<file path="config.mk">
export PLATFORM = sky130hd
export DESIGN_NAME = bresenham_line_stepper_core_flat
export DESIGN_NICKNAME = d
export VERILOG_FILES = /design/src/rtl/bls_pkg.sv /design/src/rtl/bls_if.sv /design/src/rtl/bls_setup.sv /design/src/rtl/bls_step.sv /design/src/rtl/bresenham_line_stepper_core.sv /design/src/flat_wrapper.sv
export SDC_FILE = /design/constraint.sdc
export NUM_CORES = 1
export LEC_CHECK = 0
export ABC_AREA = 1
export BUFFER_PORTS_ARGS = -buffer_cell sky130_fd_sc_hd__buf_2
export CAP_MARGIN = 20
export CORE_ASPECT_RATIO = 0.5
export CORE_MARGIN = 2
export CORE_UTILIZATION = 70
export CTS_BUF_LIST = sky130_fd_sc_hd__clkbuf_4
export CTS_CLUSTER_SIZE = 10
export DETAILED_ROUTE_END_ITERATION = 8
export GPL_ROUTABILITY_DRIVEN = 1
export PLACE_DENSITY_LB_ADDON = 0.25
export SLEW_MARGIN = 0
export SYNTH_ARGS = -nofsm -noshare
export SYNTH_HDL_FRONTEND = slang
export SYNTH_SLANG_ARGS = --single-unit
export TNS_END_PERCENT = 10
</file>
<file path="constraint.sdc">
create_clock -name clock -period 18.5 [get_ports clock]
set_input_delay 0.925 -clock clock [delete_from_list [all_inputs] [get_ports clock]]
set_output_delay 0.925 -clock clock [all_outputs]
set_load 0.02 [all_outputs]
</file>
<file path="src/rtl/bls_pkg.sv">
`timescale 1ns / 1ps
// Shared widths, codes and record types for the line stepper.
// No dependencies.
package bls_pkg;

   localparam int COORD_BITS = 14;
   localparam int ERR_BITS   = COORD_BITS + 3;
   localparam int OUT_BITS   = COORD_BITS + 2;
   localparam int ACC_BITS   = COORD_BITS + 6;

   localparam logic OP_LOAD = 1'b0;
   localparam logic OP_STEP = 1'b1;

   typedef enum logic [1:0] {
      CASE_DIAG = 2'd0,
      CASE_XMAJ = 2'd1,
      CASE_YMAJ = 2'd2
   } major_type;

   typedef struct packed {
      logic                         op;
      logic signed [COORD_BITS-1:0] x_start;
      logic signed [COORD_BITS-1:0] y_start;
      logic signed [COORD_BITS-1:0] x_end;
      logic signed [COORD_BITS-1:0] y_end;
      logic signed [ERR_BITS-1:0]   error_init;
   } req_type;

   // live line: position, goal, steps, error term and increments, major case and widened box
   typedef struct packed {
      logic signed [OUT_BITS-1:0] cur_x;
      logic signed [OUT_BITS-1:0] cur_y;
      logic signed [OUT_BITS-1:0] goal_x;
      logic signed [OUT_BITS-1:0] goal_y;
      logic signed [1:0]          step_x;
      logic signed [1:0]          step_y;
      logic signed [ACC_BITS-1:0] err;
      logic signed [ACC_BITS-1:0] err_inc;
      logic signed [ACC_BITS-1:0] err_dec;
      major_type                  major;
      logic signed [OUT_BITS-1:0] x_min;
      logic signed [OUT_BITS-1:0] x_max;
      logic signed [OUT_BITS-1:0] y_min;
      logic signed [OUT_BITS-1:0] y_max;
   } line_type;

endpackage

</file>
<file path="src/rtl/bls_if.sv">
`timescale 1ns / 1ps
// Valid/ready channels for line requests and emitted points.
// Depends on bls_pkg.
interface bls_req_if import bls_pkg::*; ();
   logic                         valid;
   logic                         ready;
   logic                         op;
   logic signed [COORD_BITS-1:0] x_start;
   logic signed [COORD_BITS-1:0] y_start;
   logic signed [COORD_BITS-1:0] x_end;
   logic signed [COORD_BITS-1:0] y_end;
   logic signed [ERR_BITS-1:0]   error_init;

   modport source (output valid, op, x_start, y_start, x_end, y_end, error_init,
                   input ready);
   modport sink (input valid, op, x_start, y_start, x_end, y_end, error_init,
                 output ready);
endinterface

interface bls_rsp_if import bls_pkg::*; ();
   logic                       valid;
   logic                       ready;
   logic signed [OUT_BITS-1:0] x;
   logic signed [OUT_BITS-1:0] y;
   logic                       last;

   modport source (output valid, x, y, last, input ready);
   modport sink (input valid, x, y, last, output ready);
endinterface

</file>
<file path="src/rtl/bls_setup.sv">
`timescale 1ns / 1ps
// Derives a fresh line record from a load request: steps, spans, case, box.
// Depends on bls_pkg.
module bls_setup import bls_pkg::*; (
   input  req_type  req,
   output line_type line_new
);

   logic signed [OUT_BITS-1:0] x1, y1, x2, y2;
   logic signed [OUT_BITS-1:0] dx, dy, adx, ady;
   logic signed [OUT_BITS-1:0] xa, xb, ya, yb;
   logic signed [ACC_BITS-1:0] span2_x, span2_y;

   always_comb begin
      x1 = OUT_BITS'(req.x_start);
      y1 = OUT_BITS'(req.y_start);
      x2 = OUT_BITS'(req.x_end);
      y2 = OUT_BITS'(req.y_end);
      dx = x2 - x1;
      dy = y2 - y1;
      adx = dx[OUT_BITS-1] ? -dx : dx;
      ady = dy[OUT_BITS-1] ? -dy : dy;
      span2_x = ACC_BITS'(adx) <<< 1;
      span2_y = ACC_BITS'(ady) <<< 1;
      // box edges: min - |d| and max + |d| reduce to 2a - b
      xa = (x1 <<< 1) - x2;
      xb = (x2 <<< 1) - x1;
      ya = (y1 <<< 1) - y2;
      yb = (y2 <<< 1) - y1;

      line_new.cur_x  = x1;
      line_new.cur_y  = y1;
      line_new.goal_x = x2;
      line_new.goal_y = y2;
      line_new.step_x = (dx == '0) ? 2'sd0 : (dx[OUT_BITS-1] ? -2'sd1 : 2'sd1);
      line_new.step_y = (dy == '0) ? 2'sd0 : (dy[OUT_BITS-1] ? -2'sd1 : 2'sd1);
      line_new.err    = ACC_BITS'(req.error_init);
      line_new.x_min  = dx[OUT_BITS-1] ? xb : xa;
      line_new.x_max  = dx[OUT_BITS-1] ? xa : xb;
      line_new.y_min  = dy[OUT_BITS-1] ? yb : ya;
      line_new.y_max  = dy[OUT_BITS-1] ? ya : yb;
      if (adx == ady) begin
         line_new.major   = CASE_DIAG;
         line_new.err_inc = '0;
         line_new.err_dec = '0;
      end else if (adx > ady) begin
         line_new.major   = CASE_XMAJ;
         line_new.err_inc = span2_y;
         line_new.err_dec = span2_y - span2_x;
      end else begin
         line_new.major   = CASE_YMAJ;
         line_new.err_inc = span2_x;
         line_new.err_dec = span2_x - span2_y;
      end
   end

endmodule

</file>
<file path="src/rtl/bls_step.sv">
`timescale 1ns / 1ps
// One Bresenham step of the live line, with end and box-exit detection.
// Depends on bls_pkg.
module bls_step import bls_pkg::*; (
   input  line_type line_cur,
   output line_type line_next,
   output logic     fin
);

   logic                       err_pos, mv_x, mv_y, at_goal, in_box;
   logic signed [OUT_BITS-1:0] nx, ny;
   logic signed [ACC_BITS-1:0] err_adj;

   always_comb begin
      err_pos = $signed(line_cur.err) > $signed(ACC_BITS'(0));
      mv_x    = (line_cur.major != CASE_YMAJ) || err_pos;
      mv_y    = (line_cur.major != CASE_XMAJ) || err_pos;
      nx = mv_x ? line_cur.cur_x + OUT_BITS'(line_cur.step_x) : line_cur.cur_x;
      ny = mv_y ? line_cur.cur_y + OUT_BITS'(line_cur.step_y) : line_cur.cur_y;
      err_adj = err_pos ? line_cur.err_dec : line_cur.err_inc;

      line_next       = line_cur;
      line_next.cur_x = nx;
      line_next.cur_y = ny;
      line_next.err   = (line_cur.major == CASE_DIAG) ? line_cur.err
                                                      : line_cur.err + err_adj;

      at_goal = (nx == line_cur.goal_x) && (ny == line_cur.goal_y);
      in_box  = (nx >= line_cur.x_min) && (nx <= line_cur.x_max) &&
                (ny >= line_cur.y_min) && (ny <= line_cur.y_max);
      fin     = at_goal || !in_box;
   end

endmodule

</file>
<file path="src/rtl/bresenham_line_stepper_core.sv">
`timescale 1ns / 1ps
// Bresenham line stepper: load a line, then pull one point per step request.
// Depends on bls_pkg, bls_if, bls_setup and bls_step.
//
// Usage
//   req_bus carries requests. op = load takes start, end and error offset and
//   gives no point; op = step moves the live line one point and emits it on
//   rsp_bus with last set on the end point or on leaving the widened box.
//   A step with no live line is swallowed. A load replaces any live line.
//   A step request passes through the request register, then its point is
//   held in the point register for rsp_bus. Throughput: one request per
//   clock while rsp_bus does not stall.
//   Reset clears the request stage, the point register and the live flag;
//   the block takes requests in the first cycle after reset.
//   If rsp_bus stalls, the point register holds and the one request in the
//   input register waits; req_bus.ready drops only when both are full.
module bresenham_line_stepper_core import bls_pkg::*; (
   input  logic       clock,
   input  logic       reset,
   bls_req_if.sink    req_bus,
   bls_rsp_if.source  rsp_bus
);

   req_type                    req_ff, req_in;
   logic                       req_valid_ff, req_valid_in;
   line_type                   line_ff, line_in, line_load, line_step;
   logic                       active_ff, active_in;
   logic                       rsp_valid_ff, rsp_valid_in;
   logic signed [OUT_BITS-1:0] rsp_x_ff, rsp_x_in, rsp_y_ff, rsp_y_in;
   logic                       rsp_last_ff, rsp_last_in;
   logic                       adv, fire, step_fin, emit;

   bls_setup u_setup (.req(req_ff), .line_new(line_load));
   bls_step  u_step  (.line_cur(line_ff), .line_next(line_step), .fin(step_fin));

   assign adv  = !rsp_valid_ff || rsp_bus.ready;
   assign fire = req_valid_ff && adv;
   assign emit = fire && (req_ff.op == OP_STEP) && active_ff;

   assign req_bus.ready = !req_valid_ff || adv;

   always_comb begin
      req_in.op         = req_bus.op;
      req_in.x_start    = req_bus.x_start;
      req_in.y_start    = req_bus.y_start;
      req_in.x_end      = req_bus.x_end;
      req_in.y_end      = req_bus.y_end;
      req_in.error_init = req_bus.error_init;
      req_valid_in      = req_bus.ready ? req_bus.valid : req_valid_ff;

      line_in   = line_ff;
      active_in = active_ff;
      if (fire && req_ff.op == OP_LOAD) begin
         line_in   = line_load;
         active_in = 1'b1;
      end else if (emit) begin
         line_in   = line_step;
         active_in = !step_fin;
      end

      rsp_valid_in = adv ? emit : rsp_valid_ff;
      rsp_x_in     = emit ? line_step.cur_x : rsp_x_ff;
      rsp_y_in     = emit ? line_step.cur_y : rsp_y_ff;
      rsp_last_in  = emit ? step_fin : rsp_last_ff;
   end

   always_ff @(posedge clock) begin
      if (reset) begin
         req_valid_ff <= 1'b0;
         active_ff    <= 1'b0;
         rsp_valid_ff <= 1'b0;
      end else begin
         req_valid_ff <= req_valid_in;
         active_ff    <= active_in;
         rsp_valid_ff <= rsp_valid_in;
      end
      if (req_bus.ready) begin
         req_ff <= req_in;
      end
      line_ff     <= line_in;
      rsp_x_ff    <= rsp_x_in;
      rsp_y_ff    <= rsp_y_in;
      rsp_last_ff <= rsp_last_in;
   end

   assign rsp_bus.valid = rsp_valid_ff;
   assign rsp_bus.x     = rsp_x_ff;
   assign rsp_bus.y     = rsp_y_ff;
   assign rsp_bus.last  = rsp_last_ff;

   // a step with no live line leaves the point register empty
   a_idle_step: assert property (@(posedge clock) disable iff (reset)
      (fire && req_ff.op == OP_STEP && !active_ff) |=> !rsp_bus.valid)
      else $error("point emitted without a live line");

   // the point flagged last retires the line
   a_last_ends: assert property (@(posedge clock) disable iff (reset)
      (emit && step_fin) |=> (!active_ff && rsp_bus.valid && rsp_bus.last))
      else $error("line still live after its last point");

   // a load arms the line and gives no point
   a_load: assert property (@(posedge clock) disable iff (reset)
      (fire && req_ff.op == OP_LOAD) |=> (active_ff && !rsp_bus.valid))
      else $error("load did not arm the line cleanly");

endmodule

</file>
<file path="src/flat_wrapper.sv">
// flat-port wrapper written by rule: the top's interface ports become plain ports
module bresenham_line_stepper_core_flat import bls_pkg::*;
  (clock, reset, req_bus_valid, req_bus_op, req_bus_x_start, req_bus_y_start, req_bus_x_end, req_bus_y_end, req_bus_error_init, req_bus_ready, rsp_bus_valid, rsp_bus_x, rsp_bus_y, rsp_bus_last, rsp_bus_ready);
  bls_req_if req_bus_i ();
  bls_rsp_if rsp_bus_i ();
  input  logic clock;
  input  logic reset;
  input wire logic [$bits(req_bus_i.valid)-1:0] req_bus_valid;
  input wire logic [$bits(req_bus_i.op)-1:0] req_bus_op;
  input wire logic [$bits(req_bus_i.x_start)-1:0] req_bus_x_start;
  input wire logic [$bits(req_bus_i.y_start)-1:0] req_bus_y_start;
  input wire logic [$bits(req_bus_i.x_end)-1:0] req_bus_x_end;
  input wire logic [$bits(req_bus_i.y_end)-1:0] req_bus_y_end;
  input wire logic [$bits(req_bus_i.error_init)-1:0] req_bus_error_init;
  output wire logic [$bits(req_bus_i.ready)-1:0] req_bus_ready;
  output wire logic [$bits(rsp_bus_i.valid)-1:0] rsp_bus_valid;
  output wire logic [$bits(rsp_bus_i.x)-1:0] rsp_bus_x;
  output wire logic [$bits(rsp_bus_i.y)-1:0] rsp_bus_y;
  output wire logic [$bits(rsp_bus_i.last)-1:0] rsp_bus_last;
  input wire logic [$bits(rsp_bus_i.ready)-1:0] rsp_bus_ready;
  assign req_bus_i.valid = req_bus_valid;
  assign req_bus_i.op = req_bus_op;
  assign req_bus_i.x_start = req_bus_x_start;
  assign req_bus_i.y_start = req_bus_y_start;
  assign req_bus_i.x_end = req_bus_x_end;
  assign req_bus_i.y_end = req_bus_y_end;
  assign req_bus_i.error_init = req_bus_error_init;
  assign req_bus_ready = req_bus_i.ready;
  assign rsp_bus_valid = rsp_bus_i.valid;
  assign rsp_bus_x = rsp_bus_i.x;
  assign rsp_bus_y = rsp_bus_i.y;
  assign rsp_bus_last = rsp_bus_i.last;
  assign rsp_bus_i.ready = rsp_bus_ready;
  bresenham_line_stepper_core u_core (.clock(clock), .reset(reset), .req_bus(req_bus_i), .rsp_bus(rsp_bus_i));
endmodule
</file>
==> results.sh, run 1 <==
export IMPL_finClkSkew_ps=65.3
export IMPL_area_growth_synth_to_final_pct=7.96
export IMPL_clock_latency_ps=780
export IMPL_p_per_area_nw_per_um2=83.8
export IMPL_cp_max_fo=17
export IMPL_clk_path_buf_depth=3
export IMPL_crit_family="simple AND/OR/NAND/NOR gates"
export IMPL_status="completed"
export IMPL_synth_warnings=0
export IMPL_io_buffers=112
export IMPL_multi_input_area_sq_um=11400
export IMPL_synthDistinctLibCells=49
export IMPL_row_count=45
export IMPL_min_period_over_period_pct=32.3
export IMPL_nets=3144
export IMPL_grt_overflow_total=0
export IMPL_firstDrtPassIters=6
export IMPL_cp_start_kind="register"
export IMPL_pre_cts_ws_ps=12710
export IMPL_vias=19000
export IMPL_ant_nets=0
export IMPL_syn_area_per_cell_sq_um=8.21
export IMPL_ctsResizeCount=0
export IMPL_synth_top_area_share_pct=39.5
export IMPL_drt_total_wl_mm=56.6
export IMPL_fmax_mhz=167
export IMPL_hold_class="in2reg"
export IMPL_final_max_slew_viol_count=0
export IMPL_numCtsBuffers=68
export IMPL_netlist_instances=2684
export IMPL_vias_per_cell=5.78
export IMPL_final_area_sq_um=23800
export IMPL_cellLeakagePower_uw=0.0115
export IMPL_arrival_ps=6510
export IMPL_hold_slack_ps=331
export IMPL_grt_pass1_vias=18300
export IMPL_dpl_cell_area_sq_um=23000
export IMPL_globalplace_congestion=1.03
export IMPL_yosys_top_cells_area="edfxtp_1 40%, ha_1 13%, nand2_1 9.9%"
export IMPL_regArea_sq_um=8770
export IMPL_fp_dieW_microns=255
export IMPL_critPathCaptureType="register"
export IMPL_core_sq_um=30600
export IMPL_ys_seq_area_share_pct=39.8
export IMPL_fillCellCount=2211
export IMPL_tightest_slew_ps=956
export IMPL_hold_buffers=0
export IMPL_critPathMaxStageDelay_ps=540
export IMPL_ir_worst_vdd_v=0.0000714
export IMPL_initial_core_util_pct=71.9
export IMPL_crit_path_top_delay_cell="nand2_1"
export IMPL_drt_iter0_drc=1754
export IMPL_async_flop_share_pct=0
export IMPL_fin_crit_ps=5980
export IMPL_clock_sinks=293
export IMPL_required_ps=19030
export IMPL_dp_hpwl_mm=44.0
export IMPL_synth_edf_count=290
export IMPL_clk_pin_slew_ps=80
export IMPL_finalHoldViolCount=0
export IMPL_worstPathBufferInverterCount=7
export IMPL_dieArea_sq_um=33000
export IMPL_cts_tree="done"
export IMPL_antenna_found_initial=1
export IMPL_ys_seq_elements=293
export IMPL_fin_setup_tns_ps=0
export IMPL_clockRootBuffer="clkbuf_4"
export IMPL_ys_flop_type="edfxtp_1"
export IMPL_drc=0
export IMPL_grt_pass1_wl_mm=89.7
export IMPL_htreeDepth=3
export IMPL_fin_ws_ps=12520
export IMPL_maxCapViolations=0
export IMPL_crit_top_cell="nand2_1"
export IMPL_layout_drive_gt1_share_pct=10.3
export IMPL_slew_headroom_pct=36.2
export IMPL_setup_viol=0
export IMPL_crit_type="reg2reg"
export IMPL_syn_area_sq_um=22000
export IMPL_yosysTopAreaCell="edfxtp_1"
export IMPL_die_h_microns=129
export IMPL_io_pins=113
export IMPL_track_usage_pct=35.1
export IMPL_wl_per_cell_microns=17.2
export IMPL_min_from="req_bus_x_start[6]"
export IMPL_r2r_start="u_core.req_ff[31]"
export IMPL_rsz0062_at_grt="no"
export IMPL_grt_max_degree=72
export IMPL_cts_setup_buffers=0
export IMPL_cp_startpoint="u_core.req_ff[31]"
export IMPL_total_power_uw=1990
==> metal layers <==
layer  GRT usage (%)  up-vias  wire (microns)
met5               0        -               0
met4            17.2        0            2630
met3            7.69      191            4580
met2            59.5      854           26200
met1            43.1     8684           23300
li1                -     9285               -
==> state kept, by name (all words and copies together), names as in the netlist <==
register / count
u_core.req_valid_ff: 1
u_core.rsp_bus.x: 16
u_core.rsp_bus.last: 1
u_core.line_ff: 183
u_core.active_ff: 1
u_core.rsp_bus.valid: 1
u_core.req_ff: 74
u_core.rsp_bus.y: 16
==> final timing paths <==
check / cells past startpoint / slack (ps) / to
min: 1 / 330 / u_core.req_ff[65]
max: 28 / 12520 / u_core.line_ff[68]
min reg2reg: 2 / 470 / u_core.active_ff
max reg2reg: 28 / 12520 / u_core.line_ff[68]
==> placed cells by master, fill, tap and decap left out, types with 18 or more instances in the layout <==
master and instances:
nor3_1 19, clkbuf_4 95, nand2_1 582, nand4_1 31, o21ai_0 164, o22ai_1 56
or2_2 27, nor2_1 215, a21oi_1 151, ha_1 228, inv_1 434, buf_2 112
edfxtp_1 290, xor2_1 112, inv_2 18, xnor2_1 34, nand3_1 127
==> kinds of logic (layout without fill, tap and decap cells) <==
| kind of cell | after synthesis | count (layout) | share of synthesized area (%) |
|---|---|---|---|
| xor+xnor | 146 | 146 | 5.80 |
| other cells | 2 | 6 | 0.0341 |
| simple gates | 1034 | 1034 | 19.6 |
| buf+inv | 503 | 684 | 8.77 |
| flops | 293 | 293 | 39.8 |
| compound gates | 467 | 467 | 12.0 |
| fa+ha+maj | 239 | 239 | 13.9 |
==> cells in the mapped netlist, drive strengths merged (2+ instances only) <==
cell     instances
edfxtp         290
ha             228
o31ai            3
a21o             6
o221ai           5
o2111ai          2
inv            449
conb             2
nand3b           2
dfxtp            3
xor2           112
a221oi           4
nand2          595
o211ai          10
o21bai          17
nand3          132
a31oi           16
a211oi           7
o22ai           56
nor3            19
o21ai          165
o21a            10
nor2           220
a21oi          154
a221o            3
or2             27
nor4             7
buf             17
fa              11
a21boi           6
clkbuf          36
nand4           32
xnor2           34
==> area by class of cell <==
type	count	share of cell area, %
Multi-Input combinational cell	1891	47.8
Sequential cell	293	36.9
Inverter	450	7.10
Clock buffer	95	3.00
Timing Repair Buffer	123	2.70
Tap cell	423	2.22
Clock inverter	16	0.321
Antenna cell	1	0.0105
==> worst reg2reg max path, delay by kind of cell (launching register included) <==
| kind | cells | cell delay, ps |
|---|---|---|
| XOR/XNOR | 1 | 310 |
| adder cells (fa/ha/maj) | 4 | 1240 |
| buffers and inverters | 7 | 990 |
| flip-flops | 1 | 430 |
| AND/OR/NAND/NOR | 16 | 2800 |
==> where the power goes <==
group / switching, uW / leakage, uW / internal, uW / total, uW
Clock: 270 / 0.000477 / 237 / 507
Sequential: 12.9 / 0.00308 / 752 / 765
Combinational: 474 / 0.00799 / 247 / 721
==> stage by stage <==
| step | utilization (%) | instances |
|---|---|---|
| 5_1_grt | 77.7 | 3292 |
| 6_report | 77.7 | 3292 |
| 2_1_floorplan | - | 2687 |
| 3_3_place_gp | 75.1 | 3180 |
| 3_5_place_dp | 75.1 | 3180 |
| 4_1_cts | 77.7 | 3291 |
Power figures use the tool's default switching activity.
==> inputs of run 2 (changes only) <==
- CORE_UTILIZATION: 70 -> 58
- clock period: 18.5 -> 5.3 ns (I/O delays scaled with it)
==> run 2 against run 1 <==
Hold slack lost 120 ps. Total power grew to 3.7 times the previous value. Clock power rose to 4.0 times the previous value. Flip-flop and latch count unchanged. First-iteration DRC count is 1.0% higher. Sequential power increased to 3.5 times the previous value. Critical path depth rose by 2. Critical path type unchanged. Clock skew decreased by 15 ps. Setup slack got worse by 12000 ps. Fmax grew 21%. Final cell count increased by 6.2%. Combinational power grew to 3.8 times the previous value.
==> results.sh, run 2 (same netlist as run 1, synthesis figures left out) <==
export IMPL_status="completed"
export IMPL_critPathMaxStageDelay_ps=450
export IMPL_hold_slack_ps=210
export IMPL_rsz0062_at_grt="no"
export IMPL_crit_path_top_delay_cell="fa_1"
export IMPL_tightest_slew_ps=920
export IMPL_track_usage_pct=29.5
export IMPL_layout_commonest_cell="nand2_1"
export IMPL_crit_type="reg2reg"
export IMPL_vias=19200
export IMPL_clk_pin_slew_ps=90
export IMPL_layout_drive_gt1_share_pct=11.9
export IMPL_regMostFlops="u_core.line_ff"
export IMPL_drc=0
export IMPL_arrival_ps=5420
export IMPL_slew_headroom_pct=38.6
export IMPL_drt_iter0_drc=1772
export IMPL_firstDrtPassIters=7
export IMPL_cellLeakagePower_uw=0.0122
export IMPL_reg2reg_setup_slack_ps=340
export IMPL_finClkSkew_ps=50.7
export IMPL_initial_core_util_pct=58.9
export IMPL_area_growth_synth_to_final_pct=14.4
export IMPL_min_from="req_bus_x_start[2]"
export IMPL_regArea_sq_um=8770
export IMPL_antenna_found_initial=2
export IMPL_htreeDepth=3
export IMPL_ant_nets=0
export IMPL_clock_latency_ps=770
export IMPL_layout_common_cells="580 x nand2_1, 432 x inv_1, 290 x edfxtp_1"
export IMPL_dieArea_sq_um=39700
export IMPL_grt_overflow_total=0
export IMPL_p_per_area_nw_per_um2=296
export IMPL_final_max_slew_viol_count=0
export IMPL_crit_family="simple AND/OR/NAND/NOR gates"
export IMPL_fillCellCount=3026
export IMPL_drt_total_wl_mm=58.2
export IMPL_die_h_microns=142
export IMPL_grt_pass1_wl_mm=92.1
export IMPL_grt_pass1_vias=18000
export IMPL_nets=3264
export IMPL_numCtsBuffers=71
export IMPL_fin_setup_tns_ps=0
export IMPL_wl_per_cell_microns=16.7
export IMPL_setup_viol=0
export IMPL_worst_hold_path_endpoint="u_core.req_ff[61]"
export IMPL_largest_register_ffs=183
export IMPL_required_ps=5760
export IMPL_fp_dieW_microns=280
export IMPL_hold_class="in2reg"
export IMPL_io_pins=113
export IMPL_total_power_uw=7460
export IMPL_fin_crit_ps=4960
export IMPL_multi_input_area_sq_um=11400
export IMPL_critPathCaptureType="register"
export IMPL_core_sq_um=37400
export IMPL_clockRootBuffer="clkbuf_4"
export IMPL_vias_per_cell=5.49
export IMPL_hold_depth=2
export IMPL_maxCapViolations=0
export IMPL_cp_max_fo=22
export IMPL_reg_largest_list="u_core.line_ff: 183 flops, u_core.req_ff: 74 flops"
export IMPL_min_period_over_period_pct=93.6
export IMPL_globalplace_congestion=0.951
export IMPL_fmax_mhz=202
export IMPL_ff2ff_path_depth=30
export IMPL_cts_tree="done"
export IMPL_grt_max_degree=77
export IMPL_cp_start_kind="register"
export IMPL_r2r_start="u_core.req_ff[17]"
export IMPL_finalHoldViolCount=0
export IMPL_dp_hpwl_mm=43.7
export IMPL_worstPathBufferInverterCount=7
export IMPL_r2r_end="u_core.line_ff[69]"
export IMPL_crit_top_cell="nand2_1"
export IMPL_ir_worst_vdd_v=0.000269
export IMPL_clk_path_buf_depth=3
export IMPL_clock_sinks=293
export IMPL_io_buffers=112
export IMPL_row_count=50
[run 2: changes by cell type in the layout (fill, tap and decap cells not counted), moves of 3 or more]
cell / change
buf_4: +37
nor2_2: +3
bufinv_16: +3
nor2_1: -3
dlygate4sd3_1: +77
clkinv_1: +7
clkbuf_4: +8
[run 2: power by group]
group	leakage (uW)	internal, uW	switching [uW]
clock	0.000558	1040	975
combinational	0.00852	1020	1750
sequential	0.00308	2630	46.9
[run 2: stage by stage]
step                utilization, %  setup slack [ps]  instance area, sq um  instances
detailed placement            62.4              65.4                 23300       3283
CTS                           67.0              67.7                 25100       3486
global placement              62.4               202                 23300       3283
finish                        67.4               340                 25200       3496
floorplan                        -               749                 22000       2687
global route                  67.4              7.12                 25200       3496
[run 2: metal layers]
layer	GRT usage, %	vias to the layer above	wire [microns]
li1	-	9531	-
met1	41.6	8827	26800
met2	46.2	722	25300
met3	6.04	100	4870
met4	8.75	0	1330
met5	0	-	0
[run 2: how the worst max path moves through the flow]
stage,start,endpoint,slack [ps],depth (start not counted)
after global placement,u_core.req_ff[17],u_core.line_ff[69],200,25
after floorplan,u_core.req_ff[31],u_core.line_ff[80],750,31
after CTS,u_core.req_ff[17],u_core.line_ff[69],70,30
after global routing,u_core.req_ff[17],u_core.line_ff[69],7,30
after detailed placement,u_core.req_ff[17],u_core.line_ff[79],70,25
final,u_core.req_ff[17],u_core.line_ff[69],340,30
[run 2: cell type report]
type	count	area share, %
multi-input cells	1891	45.3
flip-flops and latches	293	34.8
repair buffers	240	7.00
inverters	450	6.70
clock buffers	103	3.07
well taps	494	2.45
clock inverters	23	0.690
diodes	2	0.0199
[run 2: timing repair]
action,CTS,global route
pin swaps,0,2
buffers inserted,0,6
cloned,0,1
resized for setup,2,13
endpoints found under the hold margin,77,0
setup endpoints to repair,4,33
hold buffers,77,0
==> inputs of run 3 (changes only) <==
- ABC_AREA: 1 -> not set
- RECOVER_POWER: not set -> 50
==> run 3 against run 2 <==
The run now ends with capacitance limit, slew limit, setup timing left. Register-to-register slack got worse by 570 ps. Hold slack got worse by 26 ps. Clock skew rose by 33 ps. Synthesized area fell by 4.1%. Die area fell by 4.0%. Fmax fell by 10%.
==> results.sh, run 3 <==
export IMPL_status="finished, violations left"
export IMPL_violations="capacitance limit, slew limit, setup timing"
export IMPL_critPathMaxStageDelay_ps=510
export IMPL_synthDistinctLibCells=78
export IMPL_async_flop_share_pct=0
export IMPL_dp_hpwl_mm=43.5
export IMPL_crit_top_cell="buf_4"
export IMPL_cts_tree="done"
export IMPL_min_from="req_bus_x_end[13]"
export IMPL_layout_drive_gt1_share_pct=18.9
export IMPL_dpl_cell_area_sq_um=23700
export IMPL_core_sq_um=35900
export IMPL_yosysTopAreaCell="edfxtp_1"
export IMPL_grt_max_degree=104
export IMPL_fillCellCount=2712
export IMPL_worst_hold_path_endpoint="u_core.req_ff[44]"
export IMPL_crit_type="reg2reg"
export IMPL_synth_warnings=0
export IMPL_final_area_sq_um=25800
export IMPL_vias_per_cell=5.71
export IMPL_p_per_area_nw_per_um2=304
export IMPL_p_sw_uw=2740
export IMPL_hold_depth=2
export IMPL_crit_chain="ha_4 > inv_2 > fa_2 > a21o_1 > buf_4 > a22oi_1 > a211oi_1 > xor2_1 > nor3_2 > nand2_1 > or3_4 > nor4_4 > buf_4 > inv_1 > ha_1 > nand4_1 > or4_4 > or3_4 > o211ai_4 > buf_12 > buf_4 > mux2i_2 > xnor2_1 > nor2_1"
export IMPL_grt_use_met1_pct=45.7
export IMPL_ys_flop_type="edfxtp_1"
export IMPL_ys_top_cells_by_count="290 x edfxtp_1, 233 x nor2_1, 228 x ha_1"
export IMPL_largest_register_ffs=183
export IMPL_antenna_found_initial=2
export IMPL_globalplace_congestion=0.922
export IMPL_layout_common_cells="290 x edfxtp_1, 233 x nor2_1, 225 x nand2_1"
export IMPL_slew_headroom_pct=-85.8
export IMPL_clk_path_buf_depth=3
export IMPL_power_internal_uw=5100
export IMPL_dp_cells=2961
export IMPL_crit_path_top_delay_cell="a211oi_1"
export IMPL_ys_seq_area_share_pct=41.5
export IMPL_drt_iter0_drc=1628
export IMPL_htreeDepth=3
export IMPL_ff2ff_path_depth=24
export IMPL_top_usage_layer="met1"
export IMPL_wl_per_cell_microns=18.6
export IMPL_synth_edf_count=290
export IMPL_cellLeakagePower_uw=0.0114
export IMPL_rsz0062_at_grt="yes"
export IMPL_min_period_over_period_pct=104
export IMPL_grt_pass1_wl_mm=91.9
export IMPL_vias=18200
export IMPL_grt_pass1_vias=17400
export IMPL_grt_overflow_total=0
export IMPL_r2r_start="u_core.req_ff[45]"
export IMPL_setup_viol=20
export IMPL_yosys_top_cells_area="edfxtp_1 41%, ha_1 13%, a21oi_1 4.6%"
export IMPL_area_growth_synth_to_final_pct=21.9
export IMPL_cp_max_fo=8
export IMPL_p_clk_share_pct=25.2
export IMPL_maxCapViolations=2
export IMPL_syn_area_per_cell_sq_um=9.52
export IMPL_clk_pin_slew_ps=80
export IMPL_io_pins=113
export IMPL_pre_cts_ws_ps=-106
export IMPL_io_buffers=112
export IMPL_nets=2965
export IMPL_syn_area_sq_um=21100
export IMPL_reg2reg_setup_slack_ps=-230
export IMPL_fmax_mhz=181
export IMPL_arrival_ps=6030
export IMPL_row_count=49
export IMPL_fp_dieW_microns=274
export IMPL_required_ps=5800
export IMPL_firstDrtPassIters=7
export IMPL_regMostFlops="u_core.line_ff"
export IMPL_post_route_util_pct=71.7
export IMPL_ant_nets=0
export IMPL_die_h_microns=139
export IMPL_netlist_instances=2222
export IMPL_layout_commonest_cell="edfxtp_1"
export IMPL_power_frac_seq_pct=34.0
export IMPL_clockRootBuffer="clkbuf_4"
export IMPL_yosysMostFrequentCell="edfxtp_1"
export IMPL_combPwrFrac_pct=40.8
export IMPL_finalHoldViolCount=0
export IMPL_track_usage_pct=31.0
export IMPL_numCtsBuffers=75
export IMPL_cp_start_kind="register"
export IMPL_final_max_slew_viol_count=78
export IMPL_grt_use_met2_pct=44.6
export IMPL_critPathCaptureType="register"
export IMPL_clock_latency_ps=790
export IMPL_finClkSkew_ps=83.5
export IMPL_r2r_end="u_core.line_ff[75]"
export IMPL_ir_worst_vdd_v=0.000187
export IMPL_dieArea_sq_um=38100
export IMPL_initial_core_util_pct=58.8
export IMPL_fin_ws_ps=-227
export IMPL_hold_slack_ps=184
export IMPL_tightest_slew_ps=2790
export IMPL_fin_crit_ps=5530
export IMPL_drt_total_wl_mm=59.1
export IMPL_reg_largest_list="u_core.line_ff: 183 flops, u_core.req_ff: 74 flops"
export IMPL_met3_usage_pct=8.38
export IMPL_instances_no_fill=3183
export IMPL_switching_share_pct=34.9
export IMPL_synth_top_area_share_pct=41.2
export IMPL_clock_sinks=293
export IMPL_drc=0
export IMPL_hold_class="in2reg"
export IMPL_ys_seq_elements=293
-- run 3: changes by cell type in the layout (fill, tap and decap cells not counted), moves of 35 or more --
cell      before  now
xnor2_1       34   83
o22ai_1       56    6
nand2_1      580  225
nand3_1      127   23
buf_2        112   71
o21ai_0      163  118
xor2_1       110   68
inv_1        432  207
clkbuf_1       0   43
a21oi_1      150  185
buf_4         48  206
a21o_1         6   58
-- run 3: through the flow --
stage / TNS [ps] / total power, uW
2_1_floorplan: 0 / 4530
3_3_place_gp: -92.2 / 5550
3_5_place_dp: -483 / 5570
4_1_cts: -144 / 7650
5_1_grt: -9640 / 8290
6_report: -3240 / 7840
-- run 3: power by group through the flow --
| stage | registers (uW) | clock network [uW] | logic, uW |
|---|---|---|---|
| after floorplan | 2710 | 0 | 1830 |
| after global placement | 2710 | 0 | 2830 |
| after detailed placement | 2710 | 0 | 2850 |
| after CTS | 2660 | 2000 | 2990 |
| after global routing | 2670 | 2130 | 3500 |
| final | 2660 | 1970 | 3200 |
-- run 3: worst max-delay path by stage --
stage / start / to / slack, ps / cells after the start
after floorplan: u_core.req_ff[31] / u_core.line_ff[70] / 2 / 26
after global placement: u_core.req_ff[17] / u_core.line_ff[73] / -40 / 23
after detailed placement: u_core.req_ff[17] / u_core.line_ff[82] / -110 / 26
after CTS: u_core.req_ff[17] / u_core.line_ff[73] / -40 / 23
after global routing: u_core.req_ff[17] / u_core.line_ff[75] / -430 / 25
final: u_core.req_ff[45] / u_core.line_ff[75] / -230 / 24
-- run 3: final cells by class --
| cell class | instances | area, sq um | share of cell area [%] |
|---|---|---|---|
| multi-input cells | 1659 | 11700 | 45.3 |
| flip-flops and latches | 293 | 8770 | 34.0 |
| repair buffers | 406 | 2990 | 11.6 |
| clock buffers | 109 | 818 | 3.18 |
| inverters | 213 | 807 | 3.13 |
| well taps | 484 | 606 | 2.35 |
| clock inverters | 17 | 101 | 0.393 |
| diodes | 2 | 5.00 | 0.0194 |
-- run 3: timing repair --
item                                   in CTS  in global routing
setup endpoints to repair                  16                 39
setup buffers                               5                 10
gates cloned                                0                  0
hold buffers                               78                  0
pin swaps                                   3                 18
endpoints found under the hold margin      77                  0
resized for setup                          14                 49
-- run 3: cells by family (layout without fill, tap and decap cells) --
group,after synthesis,after routing,share of synthesized area (%)
DFF,293,293,41.5
buffers and inverters,273,745,4.92
adders and majority gates,239,239,14.5
xor gates and xnor gates,157,157,6.57
muxes,48,48,2.41
AOI/OAI and AO/OA,541,541,15.9
other,2,7,0.0355
and+or+nand+nor,669,669,14.1
-- run 3: metal layers --
layer	share of wire, %	wire length, microns
met3	11	6220
met1	45	26500
met4	2.4	1390
met2	42	24900
met5	0.022	13
-- run 3: critical path: cells and delay by family (launching register included) --
kind,cells,cell delay [ps]
AND/OR/NAND/NOR,8,1920
AO/OA/AOI/OAI,4,870
adder cells (fa/ha/maj),3,740
buffers and inverters,6,710
flip-flops,1,490
XOR/XNOR,2,300
multiplexers,1,210
